### config.mk
export PLATFORM = sky130hd
export DESIGN_NAME = ultrasonic_echo_ranger_top
export DESIGN_NICKNAME = d
export VERILOG_FILES = /design/src/uer_pkg.sv /design/src/ultrasonic_echo_ranger_top.sv
export SDC_FILE = /design/constraint.sdc
export NUM_CORES = 1
export LEC_CHECK = 0
export ABC_AREA = 1
export BUFFER_PORTS_ARGS = -buffer_cell sky130_fd_sc_hd__buf_4
export CAP_MARGIN = 0
export CORE_MARGIN = 3
export CORE_UTILIZATION = 57
export DETAILED_ROUTE_END_ITERATION = 7
export GPL_ROUTABILITY_DRIVEN = 0
export PLACE_DENSITY = 0.76
export SLEW_MARGIN = 40
export SYNTH_ARGS = -nofsm -noshare
export SYNTH_HDL_FRONTEND = slang
export SYNTH_SLANG_ARGS = --single-unit
export TNS_END_PERCENT = 100
### constraint.sdc
create_clock -name clk -period 6.13 [get_ports clk]
set_clock_uncertainty 0.1 [all_clocks]
set_input_delay 0.613 -clock clk [delete_from_list [all_inputs] [get_ports clk]]
set_output_delay 0.613 -clock clk [all_outputs]
set_load 0.01 [all_outputs]
### src/uer_pkg.sv
// Package for the ultrasonic echo ranger: item types, phase codes, register map.
`timescale 1ns / 1ps

package uer_pkg;

  localparam int WAIT_W     = 20;
  localparam int TRIG_W     = 8;
  localparam int TIMEOUT_W  = 20;
  localparam int TPU_W      = 10;
  localparam int DIST_OUT_W = 16;
  localparam int ADDR_W     = 4;
  localparam int DATA_W     = 32;

  localparam logic [WAIT_W-1:0]    WAIT_RESET    = 20'd60000;
  localparam logic [TRIG_W-1:0]    TRIG_RESET    = 8'd10;
  localparam logic [TIMEOUT_W-1:0] TIMEOUT_RESET = 20'd30000;
  localparam logic [TPU_W-1:0]     TPU_RESET     = 10'd58;

  typedef enum logic [1:0] {
    REG_WAIT    = 2'd0,
    REG_TRIG    = 2'd1,
    REG_TIMEOUT = 2'd2,
    REG_TPU     = 2'd3
  } reg_idx_t;

  typedef enum logic [1:0] {
    PH_IDLE      = 2'd0,
    PH_TRIG      = 2'd1,
    PH_ECHO_WAIT = 2'd2,
    PH_ECHO_HIGH = 2'd3
  } phase_t;

  typedef struct packed {
    logic enable;
    logic echo_level;
  } in_item_t;

  typedef struct packed {
    logic                  trigger_level;
    logic [DIST_OUT_W-1:0] distance;
    logic                  new_reading;
    logic                  timed_out;
  } out_item_t;

endpackage

### src/ultrasonic_echo_ranger_top.sv
// Ultrasonic echo ranger: trigger/echo sequencer with APB register port.
`timescale 1ns / 1ps

// One input item is one timing tick (enable, sampled echo). Each item yields one
// result item (trigger level, held distance, new_reading and timed_out strobes).
// The whole tick update is one registered pass: an item accepted at a clock edge
// has its result in the output or skid register after that edge, so the block
// takes one item per cycle while in_ready is high. A two-entry output buffer
// (output register plus skid register) lets in_ready stay high while one result
// waits; in_ready drops only when both entries are full. Registers: wait_ticks at
// 0x0, trigger_ticks at 0x4, timeout_ticks at 0x8, ticks_per_unit at 0xC; write
// them only while idle. Distance is floor(echo ticks / ticks_per_unit), capped at
// all ones - 1 and built by a sub-counter; it reads all ones with no reading.
module ultrasonic_echo_ranger_top #(
  parameter int COUNT_WIDTH    = 21,
  parameter int DISTANCE_WIDTH = 16
) (
  input  logic                       clk,
  input  logic                       rst_n,
  input  logic                       in_valid,
  output logic                       in_ready,
  input  uer_pkg::in_item_t          in_data,
  output logic                       out_valid,
  input  logic                       out_ready,
  output uer_pkg::out_item_t         out_data,
  input  logic                       psel,
  input  logic                       penable,
  input  logic                       pwrite,
  input  logic [uer_pkg::ADDR_W-1:0] paddr,
  input  logic [uer_pkg::DATA_W-1:0] pwdata,
  output logic [uer_pkg::DATA_W-1:0] prdata,
  output logic                       pready
);

  localparam int CMP_W = (COUNT_WIDTH > uer_pkg::WAIT_W) ? COUNT_WIDTH : uer_pkg::WAIT_W;
  localparam logic [COUNT_WIDTH-1:0]    CNT_MAX = {COUNT_WIDTH{1'b1}};
  localparam logic [DISTANCE_WIDTH-1:0] DIST_NONE = {DISTANCE_WIDTH{1'b1}};
  localparam logic [DISTANCE_WIDTH-1:0] ACC_MAX = ~DISTANCE_WIDTH'(1);

  // configuration
  logic [uer_pkg::WAIT_W-1:0]    wait_ticks_r;
  logic [uer_pkg::TRIG_W-1:0]    trigger_ticks_r;
  logic [uer_pkg::TIMEOUT_W-1:0] timeout_ticks_r;
  logic [uer_pkg::TPU_W-1:0]     ticks_per_unit_r;
  uer_pkg::reg_idx_t             reg_sel;
  logic                          cfg_wr;

  assign pready  = 1'b1;
  assign reg_sel = uer_pkg::reg_idx_t'(paddr[3:2]);
  assign cfg_wr  = psel && penable && pwrite && pready;

  always_ff @(posedge clk) begin
    if (!rst_n) begin
      wait_ticks_r     <= uer_pkg::WAIT_RESET;
      trigger_ticks_r  <= uer_pkg::TRIG_RESET;
      timeout_ticks_r  <= uer_pkg::TIMEOUT_RESET;
      ticks_per_unit_r <= uer_pkg::TPU_RESET;
    end else if (cfg_wr) begin
      unique case (reg_sel)
        uer_pkg::REG_WAIT:    wait_ticks_r     <= pwdata[uer_pkg::WAIT_W-1:0];
        uer_pkg::REG_TRIG:    trigger_ticks_r  <= pwdata[uer_pkg::TRIG_W-1:0];
        uer_pkg::REG_TIMEOUT: timeout_ticks_r  <= pwdata[uer_pkg::TIMEOUT_W-1:0];
        uer_pkg::REG_TPU:     ticks_per_unit_r <= pwdata[uer_pkg::TPU_W-1:0];
        default: ;
      endcase
    end
  end

  always_comb begin
    unique case (reg_sel)
      uer_pkg::REG_WAIT:    prdata = uer_pkg::DATA_W'(wait_ticks_r);
      uer_pkg::REG_TRIG:    prdata = uer_pkg::DATA_W'(trigger_ticks_r);
      uer_pkg::REG_TIMEOUT: prdata = uer_pkg::DATA_W'(timeout_ticks_r);
      uer_pkg::REG_TPU:     prdata = uer_pkg::DATA_W'(ticks_per_unit_r);
      default:              prdata = '0;
    endcase
  end

  // ranging state
  uer_pkg::phase_t            phase_r, phase_nxt;
  logic [COUNT_WIDTH-1:0]     elapsed_r, elapsed_nxt, elapsed_inc;
  logic [uer_pkg::TPU_W-1:0]  subcount_r, subcount_nxt;
  logic [DISTANCE_WIDTH-1:0]  acc_r, acc_nxt;
  logic [DISTANCE_WIDTH-1:0]  held_r, held_nxt;
  logic [uer_pkg::TPU_W:0]    sub_inc;
  logic                       unit_done;
  logic [DISTANCE_WIDTH-1:0]  acc_sat_inc;
  logic [CMP_W-1:0]           el_cmp;
  logic                       push;
  uer_pkg::out_item_t         res;

  assign push        = in_valid && in_ready;
  assign elapsed_inc = (elapsed_r != CNT_MAX) ? elapsed_r + 1'b1 : elapsed_r;
  assign el_cmp      = CMP_W'(elapsed_inc);
  // ticks_per_unit of zero behaves as one: the compare is always true
  assign sub_inc     = {1'b0, subcount_r} + 1'b1;
  assign unit_done   = sub_inc >= {1'b0, ticks_per_unit_r};
  assign acc_sat_inc = (acc_r < ACC_MAX) ? acc_r + 1'b1 : acc_r;

  always_comb begin
    phase_nxt         = phase_r;
    elapsed_nxt       = elapsed_r;
    subcount_nxt      = subcount_r;
    acc_nxt           = acc_r;
    held_nxt          = held_r;
    res.trigger_level = 1'b0;
    res.new_reading   = 1'b0;
    res.timed_out     = 1'b0;
    if (!in_data.enable) begin
      elapsed_nxt  = (phase_r != uer_pkg::PH_IDLE) ? '0 : elapsed_inc;
      phase_nxt    = uer_pkg::PH_IDLE;
      subcount_nxt = '0;
      acc_nxt      = '0;
      held_nxt     = DIST_NONE;
    end else begin
      unique case (phase_r)
        uer_pkg::PH_IDLE: begin
          elapsed_nxt = elapsed_inc;
          if (el_cmp > CMP_W'(wait_ticks_r)) begin
            phase_nxt   = uer_pkg::PH_TRIG;
            elapsed_nxt = '0;
          end
        end
        uer_pkg::PH_TRIG: begin
          res.trigger_level = 1'b1;
          elapsed_nxt       = elapsed_inc;
          if (el_cmp >= CMP_W'(trigger_ticks_r)) begin
            phase_nxt   = uer_pkg::PH_ECHO_WAIT;
            elapsed_nxt = '0;
          end
        end
        uer_pkg::PH_ECHO_WAIT: begin
          if (in_data.echo_level) begin
            // first high tick counts from a cleared quotient
            phase_nxt    = uer_pkg::PH_ECHO_HIGH;
            elapsed_nxt  = '0;
            subcount_nxt = (ticks_per_unit_r <= uer_pkg::TPU_W'(1)) ? '0 : uer_pkg::TPU_W'(1);
            acc_nxt      = (ticks_per_unit_r <= uer_pkg::TPU_W'(1)) ?
                           DISTANCE_WIDTH'(1) : '0;
          end else begin
            elapsed_nxt = elapsed_inc;
            if (el_cmp > CMP_W'(timeout_ticks_r)) begin
              res.timed_out = 1'b1;
              phase_nxt     = uer_pkg::PH_IDLE;
              elapsed_nxt   = '0;
            end
          end
        end
        uer_pkg::PH_ECHO_HIGH: begin
          if (in_data.echo_level) begin
            if (unit_done) begin
              subcount_nxt = '0;
              acc_nxt      = acc_sat_inc;
            end else begin
              subcount_nxt = sub_inc[uer_pkg::TPU_W-1:0];
            end
          end else begin
            held_nxt        = acc_r;
            res.new_reading = 1'b1;
            phase_nxt       = uer_pkg::PH_IDLE;
            elapsed_nxt     = '0;
            subcount_nxt    = '0;
            acc_nxt         = '0;
          end
        end
        default: phase_nxt = uer_pkg::PH_IDLE;
      endcase
    end
    res.distance = uer_pkg::DIST_OUT_W'(held_nxt);
  end

  always_ff @(posedge clk) begin
    if (!rst_n) begin
      phase_r    <= uer_pkg::PH_IDLE;
      elapsed_r  <= '0;
      subcount_r <= '0;
      acc_r      <= '0;
      held_r     <= DIST_NONE;
    end else if (push) begin
      phase_r    <= phase_nxt;
      elapsed_r  <= elapsed_nxt;
      subcount_r <= subcount_nxt;
      acc_r      <= acc_nxt;
      held_r     <= held_nxt;
    end
  end

  // two-entry output buffer
  uer_pkg::out_item_t out_r, skid_r;
  logic               out_valid_r, skid_valid_r;
  logic               pop;

  assign pop       = out_valid_r && out_ready;
  assign in_ready  = !skid_valid_r;
  assign out_valid = out_valid_r;
  assign out_data  = out_r;

  always_ff @(posedge clk) begin
    if (!rst_n) begin
      out_valid_r  <= 1'b0;
      skid_valid_r <= 1'b0;
    end else if (pop || !out_valid_r) begin
      if (skid_valid_r) begin
        out_valid_r  <= 1'b1;
        skid_valid_r <= 1'b0;
      end else begin
        out_valid_r <= push;
      end
    end else if (push) begin
      skid_valid_r <= 1'b1;
    end
  end

  always_ff @(posedge clk) begin
    if (pop || !out_valid_r) begin
      if (skid_valid_r) begin
        out_r <= skid_r;
      end else if (push) begin
        out_r <= res;
      end
    end else if (push) begin
      skid_r <= res;
    end
  end

endmodule

==> impl_metrics.yaml, run 1 <==
outcome:
  status: "finished, final reports clean"
floorplanning:
  dieArea_um2: 18400
  fp-row-count: 46
  initial_core_util_pct: 59.3
  die_width_um: 136
  ios: 99
  die_y_um: 136
  design.core.area_um2: 16200
yosys:
  synthCells: 1294
  yosysSeqAreaShare_pct: 38.0
  yosysTopAreaCell: "dfxtp_1"
  synth.distinct_cells: 48
  syn-cell-area_um2: 9590
  ys_ff_latch: 163
  synthTopCellsByArea: "dfxtp_1 (26%), edfxtp_1 (12%), nand2_1 (12%)"
  synth_flop_cell: "dfxtp_1"
  synth-edff-count: 38
  synth.avg_cell_area_um2: 7.41
  synthDominantCellAreaShare_pct: 26.1
  async_reset_ff_share_pct: 0
  yosysWarnings: 0
power:
  vdd_ir_drop_max_uv: 224
  p_total_mw: 2.48
  p_per_area_nw_per_um2: 231
  p_int_mw: 1.77
  p_comb_share_pct: 11.9
  pwr-share-clk_pct: 41.6
  seq_power_share_pct: 46.4
  swShare_pct: 28.7
  cellLeakagePower_nw: 4.59
  p_switching_uw: 712
global_route:
  gr-total-overflow: 0
  grt_pass1_vias: 7968
  grt_start_max_net_pins: 65
  antenna_found_initial: 0
  grt.total_usage_pct: 26.7
  grt_first_pass_wirelength_um: 39500
finish:
  final_common_cell: "nand2_1"
  final_cells: 1568
  mostFrequentLayoutCells: "nand2_1 (302), inv_1 (140), dfxtp_1 (125), a21oi_1 (124), nor2_1 (87)"
  area_growth_pct: 12.0
  design_area_um2: 10700
  drive_gt1_share_pct: 12.4
  insertedDiodeCount: 0
  final_util_pct: 66.5
  finalNetCount: 1445
timing:
  worst_pin_slew_ns: 0.791
  rsz0062_at_grt: "no"
  fmax_mhz: 261
  period_share_pct: 62.6
  fin_setup_tns_ns: 0
  timing.final.ws_setup_ns: 2.29
  setup_violations: 0
  slew_violations: 0
  report.final.hold_viol_count: 0
  max_slew_margin_pct: 47.2
  finalCriticalPeriod_ns: 3.84
  hold_ws_ns: 0.291
place:
  portBuffers: 71
  hpwl_um: 17100
  postPlaceCellArea_um2: 10200
  pre_cts_slack_ns: 2.40
  dp_cells: 1536
clock_tree:
  cts_resized: 0
  cts_max_path_buffers: 2
  cts.reportedPaths.clkPinSlew_ns: 0.07
  cts_buffers: 17
  cts_setup_buffers: 0
  ctsHoldBuffers: 0
  cts_tree: "built"
  cts.sinks: 163
  root_buffer: "clkbuf_16"
  cts-htree-levels: 4
  insertion_delay_ns: 0.45
worst_hold_path:
  hold_class: "input port to flip-flop"
critical_path:
  crit_arrival_ns: 4.07
  cp-end-kind: "flip-flop"
  cp-start-kind: "flip-flop"
  worst-setup-path-type: "flip-flop to flip-flop"
  worstPathRequired_ns: 6.36
  cp_max_fo: 14
route:
  drt_iter0_markers: 722
  wl_per_cell_um: 15.2
  vias: 8788
  drt-vias-per-instance: 5.60
  detail-route-antenna-nets: 0
  first_pass_iters: 5
  drt-total-wl_um: 23900
  drc_errors: 0
job:
  maxCapViolCount: 0
cells in the mapped netlist, types with 3 or more instances:
cell,n
nand3_1,70
inv_2,6
dfxtp_1,125
o22ai_1,11
nor3_1,18
nand2_1,302
nor4_1,16
o211ai_1,24
buf_2,3
clkbuf_1,41
nor3_2,3
nand3_2,14
a21oi_1,124
buf_4,14
xnor2_1,5
nand4_1,34
nor2_1,88
o21ai_0,71
a21oi_2,12
edfxtp_1,38
nand3b_1,3
nor2_2,4
nand2_2,5
xor2_1,25
o21bai_1,3
a31oi_1,3
nor2_4,4
buf_1,3
ha_1,61
inv_1,141
power by group through the flow:
stage	Clock (mW)	Combinational [mW]	Sequential, mW
floorplan	0	0.205	1.17
global placement	0	0.286	1.17
detailed placement	0	0.292	1.17
CTS	1.04	0.294	1.15
global route	1.09	0.332	1.15
finish	1.03	0.295	1.15
final cells by class:
class / count / area, um2
well taps: 216 / 270
inverters: 149 / 559
flip-flops and latches: 163 / 3640
fillers: 1393 / 5420
clock inverters: 15 / 146
repair buffers: 78 / 586
multi-input cells: 930 / 5120
clock buffers: 17 / 425
critical path, cell delays in order (launching register included):
cell     delay [ns]
dfxtp_1        0.46
ha_1           0.24
nand3_1        0.13
inv_2          0.12
nand2_4        0.08
nor3_1         0.14
nand4_1        0.17
nand2_1        0.16
nor2_1         0.07
xor2_1         0.46
ha_1           0.21
nand2_1        0.05
nor3_1         0.26
nand3_1        0.14
nand3_1        0.12
nand2_1        0.06
nand2_1        0.10
a21oi_2        0.08
nor2_4         0.18
nand2_4        0.18
nand2_1        0.10
nand2_1        0.05
nand2_1        0.06
inv_1          0.03
metal layers:
layer	track usage, %	vias up	wire length [um]
met5	0	-	0
met2	44.7	278	11700
met1	34.8	4048	10400
li1	-	4426	-
met3	5.94	36	1370
met4	7.39	0	399
final timing paths:
| check | cells past startpoint | slack [ns] | startpoint | endpoint |
|---|---|---|---|---|
| min | 3 | 0.29 | pwdata[15] | wait_ticks_r[15] |
| max reg2reg | 23 | 2.29 | elapsed_r[0] | elapsed_r[0] |
| max | 23 | 2.29 | elapsed_r[0] | elapsed_r[0] |
| min reg2reg | 2 | 0.37 | held_r[1] | held_r[1] |
cell families after synthesis:
group	count (synthesis)	synth area share, %
and+or+nand+nor	569	27.0
AOI/OAI and AO/OA	256	15.0
buffers and inverters	212	9.13
DFF	163	38.0
adders and majority gates	61	7.96
xor gates and xnor gates	30	2.74
other	2	0.0783
muxes	1	0.104
sequential cells by signal, indices dropped and copies added, names as in the netlist:
| register | cells |
|---|---|
| subcount_r | 10 |
| out_data | 19 |
| timeout_ticks_r | 20 |
| ticks_per_unit_r | 10 |
| skid_r | 19 |
| skid_valid_r | 1 |
| acc_r | 16 |
| phase_r | 2 |
| wait_ticks_r | 20 |
| trigger_ticks_r | 8 |
| held_r | 16 |
| out_valid | 1 |
| elapsed_r | 21 |
Note: power is estimated with default switching activity, not from simulation.
==> inputs of run 2 (changes only) <==
--- a/config.mk
+++ b/config.mk
@@ -5,7 +5,7 @@
 export SDC_FILE = /design/constraint.sdc
 export NUM_CORES = 1
 export LEC_CHECK = 0
-export ABC_AREA = 1
+export ABC_AREA = 0
 export BUFFER_PORTS_ARGS = -buffer_cell sky130_fd_sc_hd__buf_4
 export CAP_MARGIN = 0
 export CORE_MARGIN = 3
==> constraint.sdc (replaced) <==
create_clock -name clk -period 3.9 [get_ports clk]
set_clock_uncertainty 0.1 [all_clocks]
set_input_delay 0.39 -clock clk [delete_from_list [all_inputs] [get_ports clk]]
set_output_delay 0.39 -clock clk [all_outputs]
set_load 0.01 [all_outputs]
==> run 2 against run 1 <==
The run now ends with negative setup slack left. Final cell count decreased by 6.6%. Sequential cell count did not move. Via count down 0.76%. Critical path depth shrank 3. Total power rose by 57%. Sequential share of layout area shrank 3.1 points. Clock power up 68%. Die area fell by 0.88%. Combinational power rose by 26%. Global-route usage grew 1.0 points. Critical path type unchanged. Largest cell class unchanged.
==> impl_metrics.yaml, run 2 <==
yosys:
  synth.avg_cell_area_um2: 8.66
  yosysSeqAreaShare_pct: 38.3
  synthCells: 1097
  synthDominantCellAreaShare_pct: 26.3
  synth-edff-count: 38
  yosysWarnings: 0
  syn-cell-area_um2: 9510
  async_reset_ff_share_pct: 0
  yosysTopAreaCell: "dfxtp_1"
  synth_commonest_cells: "nand2_1 (206), dfxtp_1 (125), inv_1 (68)"
  synthTopCellsByArea: "dfxtp_1 (26%), edfxtp_1 (12%), nand2_1 (8.1%)"
  synth_flop_cell: "dfxtp_1"
  synth.most_common_cell: "nand2_1"
  ys_ff_latch: 163
  synth.distinct_cells: 75
critical_path:
  cp-startpoint: "elapsed_r[0]"
  crit_arrival_ns: 4.39
  worst-setup-path-type: "flip-flop to flip-flop"
  cp-end-kind: "flip-flop"
  cp_top_family: "simple AND/OR/NAND/NOR gates"
  critPathMaxStageDelay_ns: 0.37
  critPathBufInv: 4
  cp-start-kind: "flip-flop"
  cp_max_fo: 8
  r2r-start: "elapsed_r[0]"
  path_cells: "ha_4, nand4_4, buf_6, nor4_4, nand2_2, nand2_2, inv_2, nand4_1, xnor2_1, ha_1, nand4_1, or2_4, o41ai_4, o31ai_4, nor4b_2, a211o_1, buf_12, buf_12, nand3_2, a31oi_1"
  worstPathRequired_ns: 4.15
  crit_slowest_cell: "dfxtp_4"
route:
  detail-route-antenna-nets: 0
  wl_per_cell_um: 17.8
  first_pass_iters: 7
  vias: 8721
  drc_errors: 0
  drt_iter0_markers: 888
  drt-vias-per-instance: 5.96
  drt-total-wl_um: 26100
timing:
  finalCriticalPeriod_ns: 4.14
  slew_violations: 0
  worst_pin_slew_ns: 0.779
  setup_violations: 23
  max_slew_margin_pct: 48.1
  fmax_mhz: 242
  fin_setup_tns_ns: -3.02
  rsz0062_at_grt: "yes"
  report.final.hold_viol_count: 0
  period_share_pct: 106
  timing.final.ws_setup_ns: -0.239
outcome:
  violations: "negative setup slack"
  status: "finished with violations"
job:
  maxCapViolCount: 0
power:
  cellLeakagePower_nw: 4.79
  vdd_ir_drop_max_uv: 329
  p_total_mw: 3.89
  p_per_area_nw_per_um2: 328
worst_hold_path:
  holdCritStartpoint: "pwdata[15]"
  hold_class: "input port to flip-flop"
place:
  pre_cts_slack_ns: -0.296
  hpwl_um: 17600
  portBuffers: 71
finish:
  finalNetCount: 1341
  max_flop_register: "elapsed_r"
  mostFrequentLayoutCells: "nand2_1 (201), buf_4 (172), dfxtp_1 (122), inv_1 (67), a21oi_1 (62)"
  drive_gt1_share_pct: 26.8
  area_growth_pct: 24.6
  insertedDiodeCount: 0
  largest_reg_flops: 21
  reg_top3: "elapsed_r (21), timeout_ticks_r (20), wait_ticks_r (20)"
  final_common_cell: "nand2_1"
clock_tree:
  cts_tree: "built"
  root_buffer: "clkbuf_16"
  ctsHoldBuffers: 0
  cts.sinks: 163
  insertion_delay_ns: 0.44
  cts_max_path_buffers: 2
  cts_buffers: 17
  cts.reportedPaths.clkPinSlew_ns: 0.08
  cts-htree-levels: 4
global_route:
  grt_pass1_vias: 8031
  grt_first_pass_wirelength_um: 40600
  grt_start_max_net_pins: 56
  gr-total-overflow: 0
  grt.total_usage_pct: 27.7
  antenna_found_initial: 0
floorplanning:
  initial_core_util_pct: 59.0
  die_width_um: 135
  die_y_um: 135
  dieArea_um2: 18300
  fp-row-count: 46
  ios: 99
  design.core.area_um2: 16100
-- run 2: path summary, 6_finish.rpt --
kind,depth (start not counted),endpoint,slack (ns)
max,20,elapsed_r[9],-0.24
min,3,wait_ticks_r[15],0.09
max reg2reg,20,elapsed_r[9],-0.24
min reg2reg,2,timeout_ticks_r[9],0.36
-- run 2: power by group --
group / leakage, nW / internal, mW / total, mW / switching [mW]
combinational: 3.16 / 0.155 / 0.372 / 0.216
sequential: 1.34 / 1.76 / 1.78 / 0.0201
clock: 0.301 / 0.883 / 1.73 / 0.851
-- run 2: layer usage --
layer / vias up / track usage (%) / part of all wire (%)
li1: 4108 / - / -
met1: 4215 / 39.2 / 44
met2: 351 / 44.5 / 47
met3: 47 / 4.94 / 7.0
met4: 0 / 6.77 / 1.9
met5: - / 0 / 0
-- run 2: layout make-up --
cell class	count	area (um2)
clock buffers	17	425
fillers	1190	4270
clock inverters	15	191
flip-flops and latches	163	3650
repair buffers	179	1390
well taps	216	270
inverters	69	262
multi-input cells	805	5660
-- run 2: kinds of logic (layout without fill, tap and decap cells) --
logic type / after synthesis / after routing / share of synthesized area, %
buf+inv: 140 / 280 / 6.69
flops: 163 / 163 / 38.3
compound gates: 197 / 197 / 13.3
mux: 61 / 61 / 7.71
simple gates: 441 / 441 / 22.9
other cells: 2 / 13 / 0.0790
xor+xnor: 32 / 32 / 2.95
fa+ha+maj: 61 / 61 / 8.03
-- run 2: worst register-to-register path, stage by stage (launching register included) --
cell     delay, ns
dfxtp_4       0.37
ha_4          0.15
nand4_4       0.09
buf_6         0.14
nor4_4        0.28
nand2_2       0.17
nand2_2       0.14
inv_2         0.07
nand4_1       0.11
xnor2_1       0.12
ha_1          0.32
nand4_1       0.16
or2_4         0.32
o41ai_4       0.30
o31ai_4       0.12
nor4b_2       0.34
a211o_1       0.21
buf_12        0.15
buf_12        0.12
nand3_2       0.06
a31oi_1       0.22
-- run 2: metrics by stage --
step | utilization [%] | area, um2 | cells | hold slack, ns
detailed placement | 66.2 | 10700 | 1409 | 0.354
global route | 73.5 | 11800 | 1464 | 0.0999
global placement | 66.1 | 10700 | 1409 | 0.344
CTS | 71.0 | 11400 | 1451 | 0.0806
floorplan | - | 9580 | 1108 | 0.336
finish | 73.5 | 11800 | 1464 | 0.0909
-- run 2: repair_timing --
item	in CTS	in global routing
gates resized for setup	19	53
buffers inserted	11	13
setup endpoints to repair	23	37
endpoints found under the hold margin	0	0
pin swaps	26	45
